===== src/design/tmt_pkg.sv =====
// shared types, constants and state-update functions of the tinymt32 generator
// no dependencies
`default_nettype none

package tmt_pkg;

  localparam int unsigned WordW    = 32;
  localparam int unsigned SeedW    = 8;
  localparam int unsigned NumWords = 4;
  localparam int unsigned MinLoop  = 8;
  localparam int unsigned PreLoop  = 8;
  localparam int unsigned CntW     = $clog2(WordW);
  localparam int unsigned LoopW    = $clog2(MinLoop);

  localparam logic [WordW-1:0] MtMask   = 32'h7fff_ffff;
  localparam logic [WordW-1:0] MtMult   = 32'd1812433253;
  localparam logic [SeedW-1:0] ZeroSeed = 8'd110;
  localparam logic [WordW-1:0] FillB    = 32'd66;
  localparam logic [WordW-1:0] FillA    = 32'd65;
  localparam logic [WordW-1:0] FillY    = 32'd89;
  localparam logic [WordW-1:0] FillS    = 32'd83;

  localparam logic OpReseed   = 1'b0;
  localparam logic OpGenerate = 1'b1;

  typedef logic [NumWords-1:0][WordW-1:0] words_t;

  typedef enum logic [3:0] {
    StIdle,
    StMixStart,
    StMixWait,
    StZeroChk,
    StPreAdv,
    StGenAdv,
    StDivStart,
    StDivWait,
    StDone
  } state_e;

  // one state advance
  function automatic words_t tmt_advance(words_t w, logic [SeedW-1:0] mix_a,
                                         logic [SeedW-1:0] mix_b);
    logic [WordW-1:0] x;
    logic [WordW-1:0] y;
    logic [SeedW-1:0] fill;
    words_t           n;
    x    = (w[0] & MtMask) ^ w[1] ^ w[2];
    x    = x ^ (x << 1);
    y    = w[3] ^ (w[3] >> 1) ^ x;
    fill = {SeedW{y[0]}};
    n[0] = w[1];
    n[1] = w[2] ^ {{(WordW-SeedW){1'b0}}, fill & mix_a};
    n[2] = x ^ (y << 10) ^ {{(WordW-SeedW){1'b0}}, fill & mix_b};
    n[3] = y;
    return n;
  endfunction

  // output tempering
  function automatic logic [WordW-1:0] tmt_temper(words_t w, logic [SeedW-1:0] tw);
    logic [WordW-1:0] t1;
    t1 = w[0] ^ (w[2] >> 8);
    return w[3] ^ t1 ^ {{(WordW-SeedW){1'b0}}, {SeedW{t1[0]}} & tw};
  endfunction

endpackage

`default_nettype wire


===== src/design/tmt_serial_mul.sv =====
// shift-add multiplier, one multiplier bit per cycle, product kept modulo 2^32
// depends on tmt_pkg
`default_nettype none

module tmt_serial_mul
  import tmt_pkg::*;
(
  input  logic             clk_i,
  input  logic             rst_ni,
  input  logic             start_i,
  input  logic [WordW-1:0] mcand_i,
  input  logic [WordW-1:0] mplier_i,
  output logic             done_o,
  output logic [WordW-1:0] prod_o
);

  logic             busy_q, busy_d;
  logic             done_q, done_d;
  logic [CntW-1:0]  cnt_q, cnt_d;
  logic [WordW-1:0] acc_q, acc_d;
  logic [WordW-1:0] mcand_q, mcand_d;
  logic [WordW-1:0] mplier_q, mplier_d;

  always_comb begin
    busy_d   = busy_q;
    done_d   = 1'b0;
    cnt_d    = cnt_q;
    acc_d    = acc_q;
    mcand_d  = mcand_q;
    mplier_d = mplier_q;
    if (start_i) begin
      busy_d   = 1'b1;
      cnt_d    = '0;
      acc_d    = '0;
      mcand_d  = mcand_i;
      mplier_d = mplier_i;
    end else if (busy_q) begin
      if (mplier_q[0]) begin
        acc_d = acc_q + mcand_q;
      end
      mcand_d  = mcand_q << 1;
      mplier_d = mplier_q >> 1;
      cnt_d    = cnt_q + 1'b1;
      if (cnt_q == CntW'(WordW - 1)) begin
        busy_d = 1'b0;
        done_d = 1'b1;
      end
    end
  end

  always_ff @(posedge clk_i or negedge rst_ni) begin
    if (!rst_ni) begin
      busy_q <= 1'b0;
      done_q <= 1'b0;
      cnt_q  <= '0;
    end else begin
      busy_q <= busy_d;
      done_q <= done_d;
      cnt_q  <= cnt_d;
    end
  end

  always_ff @(posedge clk_i) begin
    acc_q    <= acc_d;
    mcand_q  <= mcand_d;
    mplier_q <= mplier_d;
  end

  assign done_o = done_q;
  assign prod_o = acc_q;

endmodule

`default_nettype wire


===== src/design/tmt_serial_mod.sv =====
// restoring remainder unit, one quotient bit per cycle
// depends on tmt_pkg
`default_nettype none

module tmt_serial_mod
  import tmt_pkg::*;
(
  input  logic             clk_i,
  input  logic             rst_ni,
  input  logic             start_i,
  input  logic [WordW-1:0] dividend_i,
  input  logic [WordW-1:0] divisor_i,
  output logic             done_o,
  output logic [WordW-1:0] rem_o
);

  logic             busy_q, busy_d;
  logic             done_q, done_d;
  logic [CntW-1:0]  cnt_q, cnt_d;
  logic [WordW-1:0] num_q, num_d;
  logic [WordW-1:0] rem_q, rem_d;
  logic [WordW-1:0] div_q, div_d;
  logic [WordW:0]   trial;
  logic [WordW:0]   diff;

  // partial remainder stays below the divisor, so the trial fits in one extra bit
  assign trial = {rem_q, num_q[WordW-1]};
  assign diff  = trial - {1'b0, div_q};

  always_comb begin
    busy_d = busy_q;
    done_d = 1'b0;
    cnt_d  = cnt_q;
    num_d  = num_q;
    rem_d  = rem_q;
    div_d  = div_q;
    if (start_i) begin
      busy_d = 1'b1;
      cnt_d  = '0;
      num_d  = dividend_i;
      rem_d  = '0;
      div_d  = divisor_i;
    end else if (busy_q) begin
      rem_d = diff[WordW] ? trial[WordW-1:0] : diff[WordW-1:0];
      num_d = num_q << 1;
      cnt_d = cnt_q + 1'b1;
      if (cnt_q == CntW'(WordW - 1)) begin
        busy_d = 1'b0;
        done_d = 1'b1;
      end
    end
  end

  always_ff @(posedge clk_i or negedge rst_ni) begin
    if (!rst_ni) begin
      busy_q <= 1'b0;
      done_q <= 1'b0;
      cnt_q  <= '0;
    end else begin
      busy_q <= busy_d;
      done_q <= done_d;
      cnt_q  <= cnt_d;
    end
  end

  always_ff @(posedge clk_i) begin
    num_q <= num_d;
    rem_q <= rem_d;
    div_q <= div_d;
  end

  assign done_o = done_q;
  assign rem_o  = rem_q;

endmodule

`default_nettype wire


===== src/design/tinymt32_random_generator.sv =====
// top level of the tinymt32 generator: control sequencer, state words, seed registers
// depends on tmt_pkg, tmt_serial_mul and tmt_serial_mod
`default_nettype none

// TinyMT32-style random generator with a reseed request and a bounded generate
// request. Four seed bytes are written over the APB-style port (byte addresses
// 0, 4, 8, 12; a zero byte stands for 110). A request with op_i = 0 reseeds:
// seven multiply-xor mixing steps, each done by a shift-add multiplier one bit
// per cycle, a zero-state check and eight state advances, and returns value 0.
// A request with op_i = 1 advances the state once, tempers it and reduces it
// modulo modulus_i in a restoring remainder unit that yields one quotient bit
// per cycle; a zero modulus skips the remainder unit, returns 0 and raises
// modulus_zero_o. One request is worked at a time; the result sits in an
// output register, so the next request is taken while the previous result
// waits to be read.
module tinymt32_random_generator
  import tmt_pkg::*;
(
  input  logic             clk_i,
  input  logic             rst_ni,
  // configuration port
  input  logic             psel,
  input  logic             penable,
  input  logic             pwrite,
  input  logic [3:0]       paddr,
  input  logic [31:0]      pwdata,
  output logic [31:0]      prdata,
  output logic             pready,
  // request channel
  input  logic             in_valid_i,
  output logic             in_stall_o,
  input  logic             op_i,
  input  logic [WordW-1:0] modulus_i,
  // result channel
  output logic             out_valid_o,
  input  logic             out_stall_i,
  output logic [WordW-1:0] value_o,
  output logic             modulus_zero_o
);

  // seed registers
  logic [NumWords-1:0][SeedW-1:0] seed_q;
  logic [1:0]                     cfg_idx;
  logic                           cfg_wr;

  assign pready  = 1'b1;
  assign cfg_idx = paddr[3:2];
  assign cfg_wr  = psel && penable && pwrite && pready;
  assign prdata  = {{(32-SeedW){1'b0}}, seed_q[cfg_idx]};

  always_ff @(posedge clk_i or negedge rst_ni) begin
    if (!rst_ni) begin
      seed_q <= '0;
    end else if (cfg_wr) begin
      seed_q[cfg_idx] <= pwdata[SeedW-1:0];
    end
  end

  // generator state and sequencer
  state_e           state_q, state_d;
  words_t           words_q, words_d;
  logic [SeedW-1:0] mix_a_q, mix_a_d;
  logic [SeedW-1:0] mix_b_q, mix_b_d;
  logic [SeedW-1:0] temper_q, temper_d;
  logic [LoopW-1:0] mix_idx_q, mix_idx_d;
  logic [LoopW-1:0] loop_q, loop_d;
  logic [WordW-1:0] mod_q, mod_d;
  logic [WordW-1:0] res_value_q, res_value_d;
  logic             res_mz_q, res_mz_d;
  logic             out_valid_q, out_valid_d;
  logic [WordW-1:0] out_value_q, out_value_d;
  logic             out_mz_q, out_mz_d;

  logic [NumWords-1:0][SeedW-1:0] seed_eff;
  words_t           adv_words;
  words_t           aligned;
  logic [WordW-1:0] prev_mix;
  logic [WordW-1:0] mixed_word;
  logic             mul_start, mul_done;
  logic [WordW-1:0] mul_prod;
  logic             div_start, div_done;
  logic [WordW-1:0] div_rem;

  // a zero seed byte stands for the default seed
  always_comb begin
    for (int i = 0; i < NumWords; i++) begin
      seed_eff[i] = (seed_q[i] == '0) ? ZeroSeed : seed_q[i];
    end
  end

  assign adv_words = tmt_advance(words_q, mix_a_q, mix_b_q);

  // the mixing pass rotates the words once per step, so the previous word is
  // always word 0 and the target always word 1
  assign prev_mix   = words_q[0] ^ (words_q[0] >> 30);
  assign mixed_word = words_q[1] ^ (mul_prod + {{(WordW-LoopW){1'b0}}, mix_idx_q});

  // after seven rotations one more puts the words back in their own places
  always_comb begin
    aligned[0] = words_q[1];
    aligned[1] = words_q[2];
    aligned[2] = words_q[3];
    aligned[3] = words_q[0];
  end

  always_comb begin
    state_d     = state_q;
    words_d     = words_q;
    mix_a_d     = mix_a_q;
    mix_b_d     = mix_b_q;
    temper_d    = temper_q;
    mix_idx_d   = mix_idx_q;
    loop_d      = loop_q;
    mod_d       = mod_q;
    res_value_d = res_value_q;
    res_mz_d    = res_mz_q;
    out_valid_d = out_valid_q;
    out_value_d = out_value_q;
    out_mz_d    = out_mz_q;
    mul_start   = 1'b0;
    div_start   = 1'b0;
    in_stall_o  = 1'b1;

    // result taken downstream
    if (out_valid_q && !out_stall_i) begin
      out_valid_d = 1'b0;
    end

    unique case (state_q)
      StIdle: begin
        in_stall_o = 1'b0;
        if (in_valid_i) begin
          mod_d = modulus_i;
          if (op_i == OpGenerate) begin
            state_d = StGenAdv;
          end else begin
            for (int i = 0; i < NumWords; i++) begin
              words_d[i] = {{(WordW-SeedW){1'b0}}, seed_eff[i]};
            end
            mix_a_d   = seed_eff[1];
            mix_b_d   = seed_eff[2];
            temper_d  = seed_eff[3];
            mix_idx_d = LoopW'(1);
            state_d   = StMixStart;
          end
        end
      end
      StMixStart: begin
        mul_start = 1'b1;
        state_d   = StMixWait;
      end
      StMixWait: begin
        if (mul_done) begin
          words_d[0] = mixed_word;
          words_d[1] = words_q[2];
          words_d[2] = words_q[3];
          words_d[3] = words_q[0];
          mix_idx_d  = mix_idx_q + 1'b1;
          state_d    = (mix_idx_q == LoopW'(MinLoop - 1)) ? StZeroChk : StMixStart;
        end
      end
      StZeroChk: begin
        if ((aligned[0] & MtMask) == '0 && aligned[1] == '0 &&
            aligned[2] == '0 && aligned[3] == '0) begin
          words_d[0] = FillB;
          words_d[1] = FillA;
          words_d[2] = FillY;
          words_d[3] = FillS;
        end else begin
          words_d = aligned;
        end
        loop_d  = '0;
        state_d = StPreAdv;
      end
      StPreAdv: begin
        words_d = adv_words;
        loop_d  = loop_q + 1'b1;
        if (loop_q == LoopW'(PreLoop - 1)) begin
          res_value_d = '0;
          res_mz_d    = 1'b0;
          state_d     = StDone;
        end
      end
      StGenAdv: begin
        words_d = adv_words;
        state_d = StDivStart;
      end
      StDivStart: begin
        if (mod_q == '0) begin
          res_value_d = '0;
          res_mz_d    = 1'b1;
          state_d     = StDone;
        end else begin
          div_start = 1'b1;
          state_d   = StDivWait;
        end
      end
      StDivWait: begin
        if (div_done) begin
          res_value_d = div_rem;
          res_mz_d    = 1'b0;
          state_d     = StDone;
        end
      end
      StDone: begin
        // wait for a free output register
        if (!out_valid_q || !out_stall_i) begin
          out_valid_d = 1'b1;
          out_value_d = res_value_q;
          out_mz_d    = res_mz_q;
          state_d     = StIdle;
        end
      end
      default: begin
        state_d = StIdle;
      end
    endcase
  end

  always_ff @(posedge clk_i or negedge rst_ni) begin
    if (!rst_ni) begin
      state_q     <= StIdle;
      words_q     <= '0;
      mix_a_q     <= '0;
      mix_b_q     <= '0;
      temper_q    <= '0;
      mix_idx_q   <= '0;
      loop_q      <= '0;
      out_valid_q <= 1'b0;
    end else begin
      state_q     <= state_d;
      words_q     <= words_d;
      mix_a_q     <= mix_a_d;
      mix_b_q     <= mix_b_d;
      temper_q    <= temper_d;
      mix_idx_q   <= mix_idx_d;
      loop_q      <= loop_d;
      out_valid_q <= out_valid_d;
    end
  end

  always_ff @(posedge clk_i) begin
    mod_q       <= mod_d;
    res_value_q <= res_value_d;
    res_mz_q    <= res_mz_d;
    out_value_q <= out_value_d;
    out_mz_q    <= out_mz_d;
  end

  tmt_serial_mul u_mul (
    .clk_i    (clk_i),
    .rst_ni   (rst_ni),
    .start_i  (mul_start),
    .mcand_i  (MtMult),
    .mplier_i (prev_mix),
    .done_o   (mul_done),
    .prod_o   (mul_prod)
  );

  tmt_serial_mod u_mod (
    .clk_i      (clk_i),
    .rst_ni     (rst_ni),
    .start_i    (div_start),
    .dividend_i (tmt_temper(words_q, temper_q)),
    .divisor_i  (mod_q),
    .done_o     (div_done),
    .rem_o      (div_rem)
  );

  assign out_valid_o    = out_valid_q;
  assign value_o        = out_value_q;
  assign modulus_zero_o = out_mz_q;

  // multiplier finishes only while the sequencer waits for it
  assert property (@(posedge clk_i) disable iff (!rst_ni)
    mul_done |-> state_q == StMixWait)
    else $error("multiplier done outside mixing wait");

  // remainder unit finishes only while the sequencer waits for it
  assert property (@(posedge clk_i) disable iff (!rst_ni)
    div_done |-> state_q == StDivWait)
    else $error("remainder done outside remainder wait");

  // mixing steps never run with a zero step index
  assert property (@(posedge clk_i) disable iff (!rst_ni)
    state_q == StMixStart |-> mix_idx_q != '0)
    else $error("mixing step index is zero");

  // a zero-modulus result always carries value 0
  assert property (@(posedge clk_i) disable iff (!rst_ni)
    (out_valid_o && modulus_zero_o) |-> value_o == '0)
    else $error("zero-modulus result with nonzero value");

  // a fresh generate result is below its modulus
  assert property (@(posedge clk_i) disable iff (!rst_ni)
    ($rose(out_valid_o) && !modulus_zero_o && mod_q != '0 && res_mz_q == 1'b0 &&
     $past(state_q) == StDone && $past(res_value_q) != '0) |-> value_o < mod_q)
    else $error("remainder not below modulus");

endmodule

`default_nettype wire

===== config.mk =====
export PLATFORM = sky130hd
export DESIGN_NAME = tinymt32_random_generator
export DESIGN_NICKNAME = d
export VERILOG_FILES = /design/src/design/tmt_pkg.sv /design/src/design/tmt_serial_mul.sv /design/src/design/tmt_serial_mod.sv /design/src/design/tinymt32_random_generator.sv
export SDC_FILE = /design/constraint.sdc
export NUM_CORES = 1
export LEC_CHECK = 0
export BUFFER_PORTS_ARGS = -buffer_cell sky130_fd_sc_hd__clkbuf_2
export CORE_MARGIN = 3
export CORE_UTILIZATION = 55
export DETAILED_ROUTE_END_ITERATION = 16
export PLACE_DENSITY = 0.76
export SYNTH_ARGS = -nofsm -noshare
export SYNTH_HDL_FRONTEND = slang
export SYNTH_SLANG_ARGS = --single-unit

===== constraint.sdc =====
create_clock -name clk_i -period 3.47 [get_ports clk_i]
set_input_delay 0.694 -clock clk_i [delete_from_list [all_inputs] [get_ports clk_i]]
set_output_delay 0.694 -clock clk_i [all_outputs]
set_load 0.005 [all_outputs]

==> metrics, run 1 <==
clock period minus final worst setup slack=3.38 ns; share of synthesized area occupied by flip-flops and latches=0.477; floorplan die area=around 52000 µm²; via density per instance=5.95; count of endpoints failing hold in the final timing report=0; antenna violations before repair=1; arrival time of the worst setup path=slightly below 4 ns; total area of sequential cells=between 10000 and 15000 µm²; initial standard-cell utilization of the core=0.564; startpoint type of the worst setup path=register; std cell rows=80; clock net sink count=499; Peak Freq=296 MHz; total design power=36.1 mW; number of buffers added to fix hold violations after cts=0; Core Footprint=48200 µm²; Residual DRC=0; Vert. Die Dim=228 µm; clock transition at the registers of the reported paths=0.06 ns; number of different library cells in the post-synthesis netlist=81; synthesized area divided by synthesized cell count=9.60 µm²; Final setup violation count=0; most instantiated flip-flop cell in the synthesis netlist=dfrtp_1; crit path kind=register to register; cell count after synthesis=2834; highest net fanout along the worst path=5; hold crit path type=primary input to asynchronous set/reset pin; worst-case clock skew=roughly 0.031 ns; Port Buffer Count=92; multi-input logic area=13200 µm²; Avg WL per Cell=20.3 µm; slew at the pin with the worst max-slew slack=1.15 ns; Bufs on Longest Clock Path=3; global-route wire length before repair=115000 µm; VDD IR max=0.00125 V; n_diodes=0; Post-Synthesis Cell Area=27200 µm²; Root Driver=clkbuf_16; clock buffers created by TritonCTS=53; Detail Placement HPWL=51200 µm; via count=approximately 21000; Slew headroom=0.233; final design area excluding fillers=a little over 30000 µm²; initial DRC count=between 2000 and 2500; overall global routing resource usage=0.274; Req. time, crit path=3.95 ns; run status=finished, final reports clean; final cycle utilization of the critical path=0.974; Seq cells post-synth=about 500; endpoint kind of the worst setup timing path=register; leading cell type in the layout, fill and taps excluded=nand2_1; number of filler cells placed in the layout=3909; leakage power total=13.0 nW; final net count=around 3000; number of detailed-routing iterations run before antenna repair=6; count of final max-slew check failures=0; gr ovfl total=0; number of top-level pins=144; number of flops mapped to enable cells by yosys=194; Yosys warnings=0; CTS tree=done; Cells after DPL=3497; final weighted congestion of routability-driven global placement=around 0.98; Total Routed Length=73100 µm; # H-tree levels=2; number of violations of the max-capacitance limit=0; highest-count cells in the layout ignoring fill and taps=nand2_1 (455), o21ai_0 (272), xnor2_1 (227); PD cells=between 1000 and 1500 nW/µm²; worst hold slack=0.0661 ns; clock latency on the worst-skew pair=0.63 ns; fraction of final layout cells with drive strength greater than 1=0.123; post-route antenna net violation count=0; chip width=228 µm; maximum number of pins on one net before global-route repair=245; non-filler cells, final=3604; via count of the first global-routing pass=20800; share of flip-flops with an asynchronous set or reset=0.419; growth of design area from synthesis to finish=12.0%; placed standard-cell area=28500 µm²
[repair_timing]
action	4_1_cts	5_1_grt
setup endpoints to repair	21	31
gates resized for setup	2	12
pin swaps	2	12
buffers inserted	3	3
gates cloned	0	1
[synthesized netlist by cell type (all sizes together) (12+ instances only)]
library cell / number / area share
a31oi: 14 / 0.0032
and2: 38 / 0.0087
and3: 25 / 0.0058
nor3: 31 / 0.0059
a22oi: 53 / 0.015
mux2: 45 / 0.019
o22ai: 12 / 0.0028
a211oi: 20 / 0.0057
nand3: 33 / 0.0061
ha: 90 / 0.041
xnor2: 228 / 0.074
nor4: 31 / 0.0071
nand2: 455 / 0.063
a21oi: 155 / 0.029
o21ai: 276 / 0.051
edfxtp: 194 / 0.21
nand4: 19 / 0.0044
a21o: 28 / 0.0077
xor2: 96 / 0.032
inv: 102 / 0.014
nor2b: 16 / 0.0040
nand2b: 15 / 0.0035
mux2i: 40 / 0.015
clkbuf: 146 / 0.020
nor2: 186 / 0.026
o211ai: 12 / 0.0033
dfrtp: 209 / 0.19
dfxtp: 96 / 0.071
buf: 42 / 0.010
[path summary, 6_finish.rpt]
path | to | startpoint | cells after the start | slack, ns
max reg2reg | u_mod.rem_o[22] | u_mod.div_q[0] | 13 | 0.09
min | u_mul.cnt_q[3] | rst_ni | 1 | 0.07
min reg2reg | value_o[3] | res_value_q[3] | 0 | 0.41
max | u_mod.rem_o[22] | u_mod.div_q[0] | 13 | 0.09
max in group asynchronous | seed_q[19] | rst_ni | 2 | 2.62
min in group clk_i | mod_q[12] | modulus_i[12] | 1 | 0.24
[logic make-up after synthesis]
group,after synthesis,synth area share
xor+xnor,324,0.106
compound gates,652,0.146
mux,93,0.0400
simple gates,881,0.143
fa+ha+maj,93,0.0436
buf+inv,290,0.0444
flops,499,0.477
other cells,2,0.000276
[per-stage QoR]
stage | util | TNS, ns | worst slack (ns)
2_1_floorplan | - | 0 | 0.116
3_3_place_gp | 0.591 | 0 | 0.0281
3_5_place_dp | 0.591 | -0.295 | -0.0611
4_1_cts | 0.629 | 0 | 0.000187
5_1_grt | 0.631 | -0.240 | -0.154
6_report | 0.631 | 0 | 0.0885
[layout make-up]
| type | instances | share of cell area |
|---|---|---|
| multi-input combinational | 2069 | 0.435 |
| sequential | 499 | 0.426 |
| clock buffer | 67 | 0.0469 |
| timing repair buffer | 178 | 0.0394 |
| tap | 656 | 0.0270 |
| clock inverter | 33 | 0.0129 |
| inverter | 102 | 0.0126 |
[routing by layer]
layer	GRT usage	vias up	wire (µm)
met5	0	-	13
met1	0.379	10400	30900
met2	0.439	915	33500
li1	-	9976	-
met4	0.0996	2	2740
met3	0.0457	190	5980
[registers in the layout, indices dropped and copies added, names as in the netlist, 3 cells and up]
signal	count
aligned	96
adv_words	32
mod_q	32
res_value_q	32
seed_q	32
u_mod.div_q	32
u_mod.num_q	32
u_mod.rem_o	32
u_mul.mcand_q	32
u_mul.mplier_q	32
u_mul.prod_o	32
value_o	32
mix_a_q	8
mix_b_q	8
temper_q	8
u_mod.cnt_q	5
u_mul.cnt_q	5
state_q	4
loop_q	3
mix_idx_q	3
[power breakdown]
| group | switching, mW | internal (mW) | leakage, nW | total (mW) |
|---|---|---|---|---|
| Clock | 2.47 | 3.47 | 0.881 | 5.94 |
| Sequential | 2.28 | 8.67 | 5.40 | 11.0 |
| Combinational | 11.3 | 7.84 | 6.67 | 19.2 |
[critical path, cell delays in order (launching register included)]
cell,delay [ns]
edfxtp_1,0.43
ha_4,0.19
fa_2,0.41
nor2b_4,0.14
o31a_4,0.15
o221a_4,0.21
a41oi_4,0.14
o21a_4,0.24
o31ai_4,0.21
a31o_4,0.29
xor2_4,0.26
mux2_2,0.37
mux2i_1,0.14
nor2_1,0.05
Note: power is estimated with default switching activity, not from simulation.
==> inputs of run 2 (changes only) <==
PLACE_DENSITY = 0.73   (was 0.76)
clock period = 3.7 ns   (was 3.47 ns; I/O delays follow)
==> run 2 against run 1 <==
  * Routed wire length fell by 4.2%
  * Utilization fell by 0.69 points
  * Combinational power fell by 9%
  * Register-to-register slack improved by 0.13 ns
  * Flip-flop and latch count did not move
  * First-iteration DRC count fell by 1.6%
  * Maximum frequency fell by 2.9%
  * Cell count fell by 0.89%
  * Setup slack improved by 0.13 ns
  * Via count fell by 1.3%
  * Power fell by 8.1%
  * Critical path type unchanged
==> metrics, run 2 (synthesis results as in run 1) <==
max FFs per register=96; highest cell delay on the worst timing path=0.38 ns; chip width=around 230 µm; PD cells=1100 nW/µm²; number of violations of the max-capacitance limit=0; Peak Freq=287 MHz; arrival time of the worst setup path=3.93 ns; number of detailed-routing iterations run before antenna repair=5; # H-tree levels=2; critical path launch point=u_mod.num_q[31]; clock period minus final worst setup slack=3.48 ns; Detail Placement HPWL=about 50000 µm; initial DRC count=2026; VDD IR max=approximately 0.00075 V; via count=21200; CTS tree=done; Bufs on Longest Clock Path=3; highest-count cells in the layout ignoring fill and taps=nand2_1 (455), o21ai_0 (273), xnor2_1 (227); gr ovfl total=0; Slowest cell on crit path=edfxtp_1; Residual DRC=0; number of top-level pins=between 100 and 150; final net count=between 3000 and 4000; highest net fanout along the worst path=10; Root Driver=clkbuf_16; leading cell type in the layout, fill and taps excluded=nand2_1; RSZ-0062 raised after global routing=false; Req. time, crit path=between 4 and 5 ns; overall global routing resource usage=0.265; startpoint of the most critical register-to-register path=u_mod.num_q[31]; number of filler cells placed in the layout=3929; worst-case clock skew=0.0492 ns; via density per instance=5.93; crit path kind=register to register; R2R Path End=u_mod.rem_o[21]; clock transition at the registers of the reported paths=0.06 ns; Core Footprint=48200 µm²; Total Routed Length=70000 µm; via count of the first global-routing pass=20600; leakage power total=approximately 13 nW; most numerous cell on the critical path=a21oi_1; count of endpoints failing hold in the final timing report=0; Port Buffer Count=92; depth of the worst register-to-register path=15; Avg WL per Cell=19.6 µm; Vert. Die Dim=228 µm; final cycle utilization of the critical path=0.941; Slew headroom=0.231; number of buffers added to fix hold violations after cts=0; run status=finished, final reports clean; startpoint type of the worst setup path=register; endpoint kind of the worst setup timing path=register; fraction of final layout cells with drive strength greater than 1=0.106; maximum number of pins on one net before global-route repair=between 150 and 200; global-route wire length before repair=roughly 110000 µm; series of cell instances along the critical path=inv_1 -> ha_1 -> fa_2 -> nor2b_4 -> o31a_4 -> o221a_4 -> a41oi_4 -> o21a_4 -> o31ai_4 -> a31o_4 -> xnor2_4 -> buf_4 -> nor2_1 -> a21oi_1 -> a21oi_1; std cell rows=80; slew at the pin with the worst max-slew slack=1.15 ns; clock latency on the worst-skew pair=0.62 ns; clock buffers created by TritonCTS=53; hold crit path type=primary input to asynchronous set/reset pin; final weighted congestion of routability-driven global placement=0.920; count of final max-slew check failures=0; initial standard-cell utilization of the core=0.564; post-route antenna net violation count=0; clock net sink count=499; Register-to-Register Setup Slack=0.22 ns; floorplan die area=52200 µm²; total design power=33.1 mW; TNS Setup=0 ns; growth of design area from synthesis to finish=10.7%; antenna violations before repair=1; Final setup violation count=0
run 2: area by class of cell:
class	instances	area [µm²]	share of cell area
multi-input cells	2069	13200	0.439
inverters	102	383	0.0127
flip-flops and latches	499	13000	0.431
diodes	1	2.50	0.0000831
well taps	656	821	0.0273
clock buffers	82	1520	0.0504
repair buffers	146	938	0.0312
clock inverters	17	254	0.00843
run 2: how the worst max path moves through the flow:
stage / cells after the start / end
after global routing: 14 / u_mod.rem_o[18]
final: 15 / u_mod.rem_o[21]
after floorplan: 13 / u_mod.rem_o[22]
after detailed placement: 15 / u_mod.rem_o[21]
after CTS: 14 / u_mod.rem_o[21]
after global placement: 15 / u_mod.rem_o[16]
run 2: worst max-delay path, delay by kind of cell, from the launching register on:
kind	cells	cell delay, ns
flip-flops	1	0.38
AND/OR/NAND/NOR	2	0.12
adder cells (fa/ha/maj)	2	0.42
buffers and inverters	2	0.32
AO/OA/AOI/OAI	8	1.71
XOR/XNOR	1	0.34
run 2: routing by layer:
| metal | GRT usage | vias up | wire [µm] |
|---|---|---|---|
| li1 | - | 9908 | - |
| met5 | 0 | - | 0 |
| met3 | 0.0358 | 151 | 4700 |
| met4 | 0.0981 | 0 | 2460 |
| met2 | 0.422 | 827 | 32300 |
| met1 | 0.374 | 10300 | 30600 |
run 2: power by group:
group | internal (mW) | leakage, nW | switching, mW
clock network | 3.24 | 0.857 | 2.22
registers | 8.13 | 5.40 | 2.14
logic | 7.12 | 6.52 | 10.3
run 2: what timing repair did:
action                                 CTS  global route
endpoints found under the hold margin    0             0
pin swaps                                1             3
cloned                                   1             0
setup endpoints to repair                1            25
buffers inserted                         0             4
gates resized for setup                  0             5
run 2: metrics by stage:
stage / setup slack (ns) / hold slack [ns] / cell area, µm² / util / std cells
floorplan: 0.346 / 0.400 / 27300 / - / 2857
global placement: 0.102 / 0.401 / 28300 / 0.586 / 3467
detailed placement: 0.0149 / 0.405 / 28300 / 0.586 / 3467
CTS: 0.0930 / 0.180 / 30000 / 0.623 / 3567
global route: 0.0259 / 0.217 / 30100 / 0.624 / 3572
finish: 0.218 / 0.171 / 30100 / 0.624 / 3572
==> inputs of run 3 (changes only) <==
SYNTH_HIERARCHICAL = 1   (was default)
==> run 3 against run 2 <==
  * Global-route usage rose by 0.87 points
  * Power down 64%
  * Cell area up 2.9%
  * Routed wire length is 5.7% higher
  * Critical path type unchanged
==> metrics, run 3 <==
max layer used=met4; leakage power total=12.0 nW; Port Buffer Count=slightly above 90; Core Footprint=49500 µm²; Placement Setup Slack=about 0.38 ns; highest net fanout along the worst path=26; Final setup violation count=0; post-route antenna net violation count=0; clock net sink count=499; cell internal pwr=9.41 mW; cell type group with the largest total delay on the critical path=simple AND/OR/NAND/NOR gates; Slew headroom=0.334; RSZ-0062 raised after global routing=false; most frequent cells after synthesis=nand2_1 (254), edfxtp_1 (226), xnor2_1 (220); fraction of final layout cells with drive strength greater than 1=0.151; clock latency on the worst-skew pair=0.61 ns; initial DRC count=~2000; worst-case clock skew=0.0203 ns; Seq cells post-synth=499; Buf+Inv Stages, Crit Path=1; final net count=2928; Post-Synthesis Cell Area=27800 µm²; Peak Freq=297 MHz; count of final max-slew check failures=0; share of flip-flops with an asynchronous set or reset=0.419; gr ovfl total=0; via count=21200; Root Driver=clkbuf_16; share of synthesized area occupied by flip-flops and latches=0.478; clock period minus final worst setup slack=between 3 and 4 ns; final cycle utilization of the critical path=0.911; growth of design area from synthesis to finish=11.4%; fraction of power consumed by sequential logic=0.500; Req. time, crit path=4.20 ns; number of violations of the max-capacitance limit=0; overall global routing resource usage=0.274; VDD IR max=around 0.00031 V; CTS tree=done; count of endpoints failing hold in the final timing report=0; series of cell instances along the critical path=inv_1 -> ha_1 -> nor4bb_1 -> nand4_1 -> nor4_2 -> a21oi_1 -> or2_1 -> a21o_1 -> a221o_1; Net Sw Frac=0.216; number of gates given a new drive strength after cts=0; placed standard-cell area=29100 µm²; Gate power share=0.025; crit path kind=register to register; final weighted congestion of routability-driven global placement=0.942; number of top-level pins=144; most instantiated flip-flop cell in the synthesis netlist=edfxtp_1; via count of the first global-routing pass=~20000; top cell type by total area after synthesis=edfxtp_1; std cell rows=81; number of different library cells in the post-synthesis netlist=97; Detail Placement HPWL=~54000 µm; floorplan die area=roughly 53000 µm²; run status=finished, final reports clean; Met2 Routed Length=33100 µm; Vert. Die Dim=231 µm; routed wl met3=approximately 7700 µm; slew at the pin with the worst max-slew slack=between 0.9 and 1 ns; Bufs on Longest Clock Path=3; number of detailed-routing iterations run before antenna repair=8; chip width=231 µm; cell count after synthesis=2652; Yosys warnings=6; Residual DRC=0; antenna violations before repair=2; maximum number of pins on one net before global-route repair=79; share of Yosys cell area claimed by the top area cell type=0.244; highest cell delay on the worst timing path=0.61 ns; leading cell types by total area after synthesis=edfxtp_1 (24%), dfrtp_1 (19%), xnor2_1 (6.9%); highest-count cells in the layout ignoring fill and taps=nand2_1 (253), edfxtp_1 (226), xnor2_1 (220); buffer count from post-CTS setup fixing=0; Slowest cell on crit path=or2_1; wire length on met1=30900 µm; leading cell type in the layout, fill and taps excluded=nand2_1; max FFs per register=between 90 and 100; synthesized area divided by synthesized cell count=about 10 µm²; Total Routed Length=74000 µm; total design power=12.0 mW; clock buffers created by TritonCTS=52; PD cells=388 nW/µm²; TNS Setup=0 ns; Avg WL per Cell=21.3 µm; arrival time of the worst setup path=3.87 ns; cell with the most instances after synthesis=nand2_1; number of flops mapped to enable cells by yosys=226; clock share of power=0.475; endpoint kind of the worst setup timing path=register; final design area excluding fillers=31000 µm²; # H-tree levels=2; final worst setup slack=0.329 ns; global-route wire length before repair=115000 µm; initial standard-cell utilization of the core=0.563; number of buffers added to fix hold violations after cts=0; clock transition at the registers of the reported paths=0.06 ns; hold crit path type=primary input to asynchronous set/reset pin; via density per instance=approximately 6.1; startpoint type of the worst setup path=register; switching pwr=~2.6 mW
[run 3: cell type report]
class                   count  area [µm²]
repair buffers            153         965
fillers                  4072       18500
inverters                 100         375
clock inverters            30         380
clock buffers              68        1500
diodes                      1        2.50
multi-input cells        1953       13600
flip-flops and latches    499       13300
well taps                 664         831
[run 3: per-stage QoR]
step | utilization | hold WS [ns] | cells
3_3_place_gp | 0.588 | 0.403 | 3369
3_5_place_dp | 0.588 | 0.405 | 3369
5_1_grt | 0.626 | 0.220 | 3468
4_1_cts | 0.626 | 0.204 | 3467
2_1_floorplan | - | 0.400 | 2707
6_report | 0.626 | 0.168 | 3468
[run 3: worst paths after layout]
| path | start | end | slack, ns | cells after the start |
|---|---|---|---|---|
| min in group clk_i | modulus_i[8] | mod_q[8] | 0.31 | 1 |
| worst max register to register | aligned[69] | aligned[112] | 0.33 | 9 |
| max in group asynchronous | rst_ni | aligned[72] | 2.56 | 2 |
| worst min register to register | res_value_q[11] | value_o[11] | 0.42 | 0 |
| worst min-delay path | rst_ni | loop_q[0] | 0.17 | 1 |
| worst max-delay path | aligned[69] | aligned[112] | 0.33 | 9 |
[run 3: power groups by stage]
stage               clock [mW]  sequential, mW  combinational [mW]
detailed placement           0            6.09               0.304
CTS                       5.81            5.98               0.305
floorplan                    0            6.01               0.191
global placement             0            6.09               0.294
global route              6.03            5.99               0.334
finish                    5.71            6.00               0.300
[run 3: cell families after synthesis]
group,synth area share
simple gates,0.130
fa+ha+maj,0.0426
flops,0.478
buf+inv,0.0419
compound gates,0.141
xor+xnor,0.101
mux,0.0646
other cells,0.000270
[run 3: routing by layer]
layer,GRT usage,vias to the layer above
met5,0,-
met4,0.0893,0
met3,0.0627,171
met2,0.417,1013
met1,0.390,10300
li1,-,9752
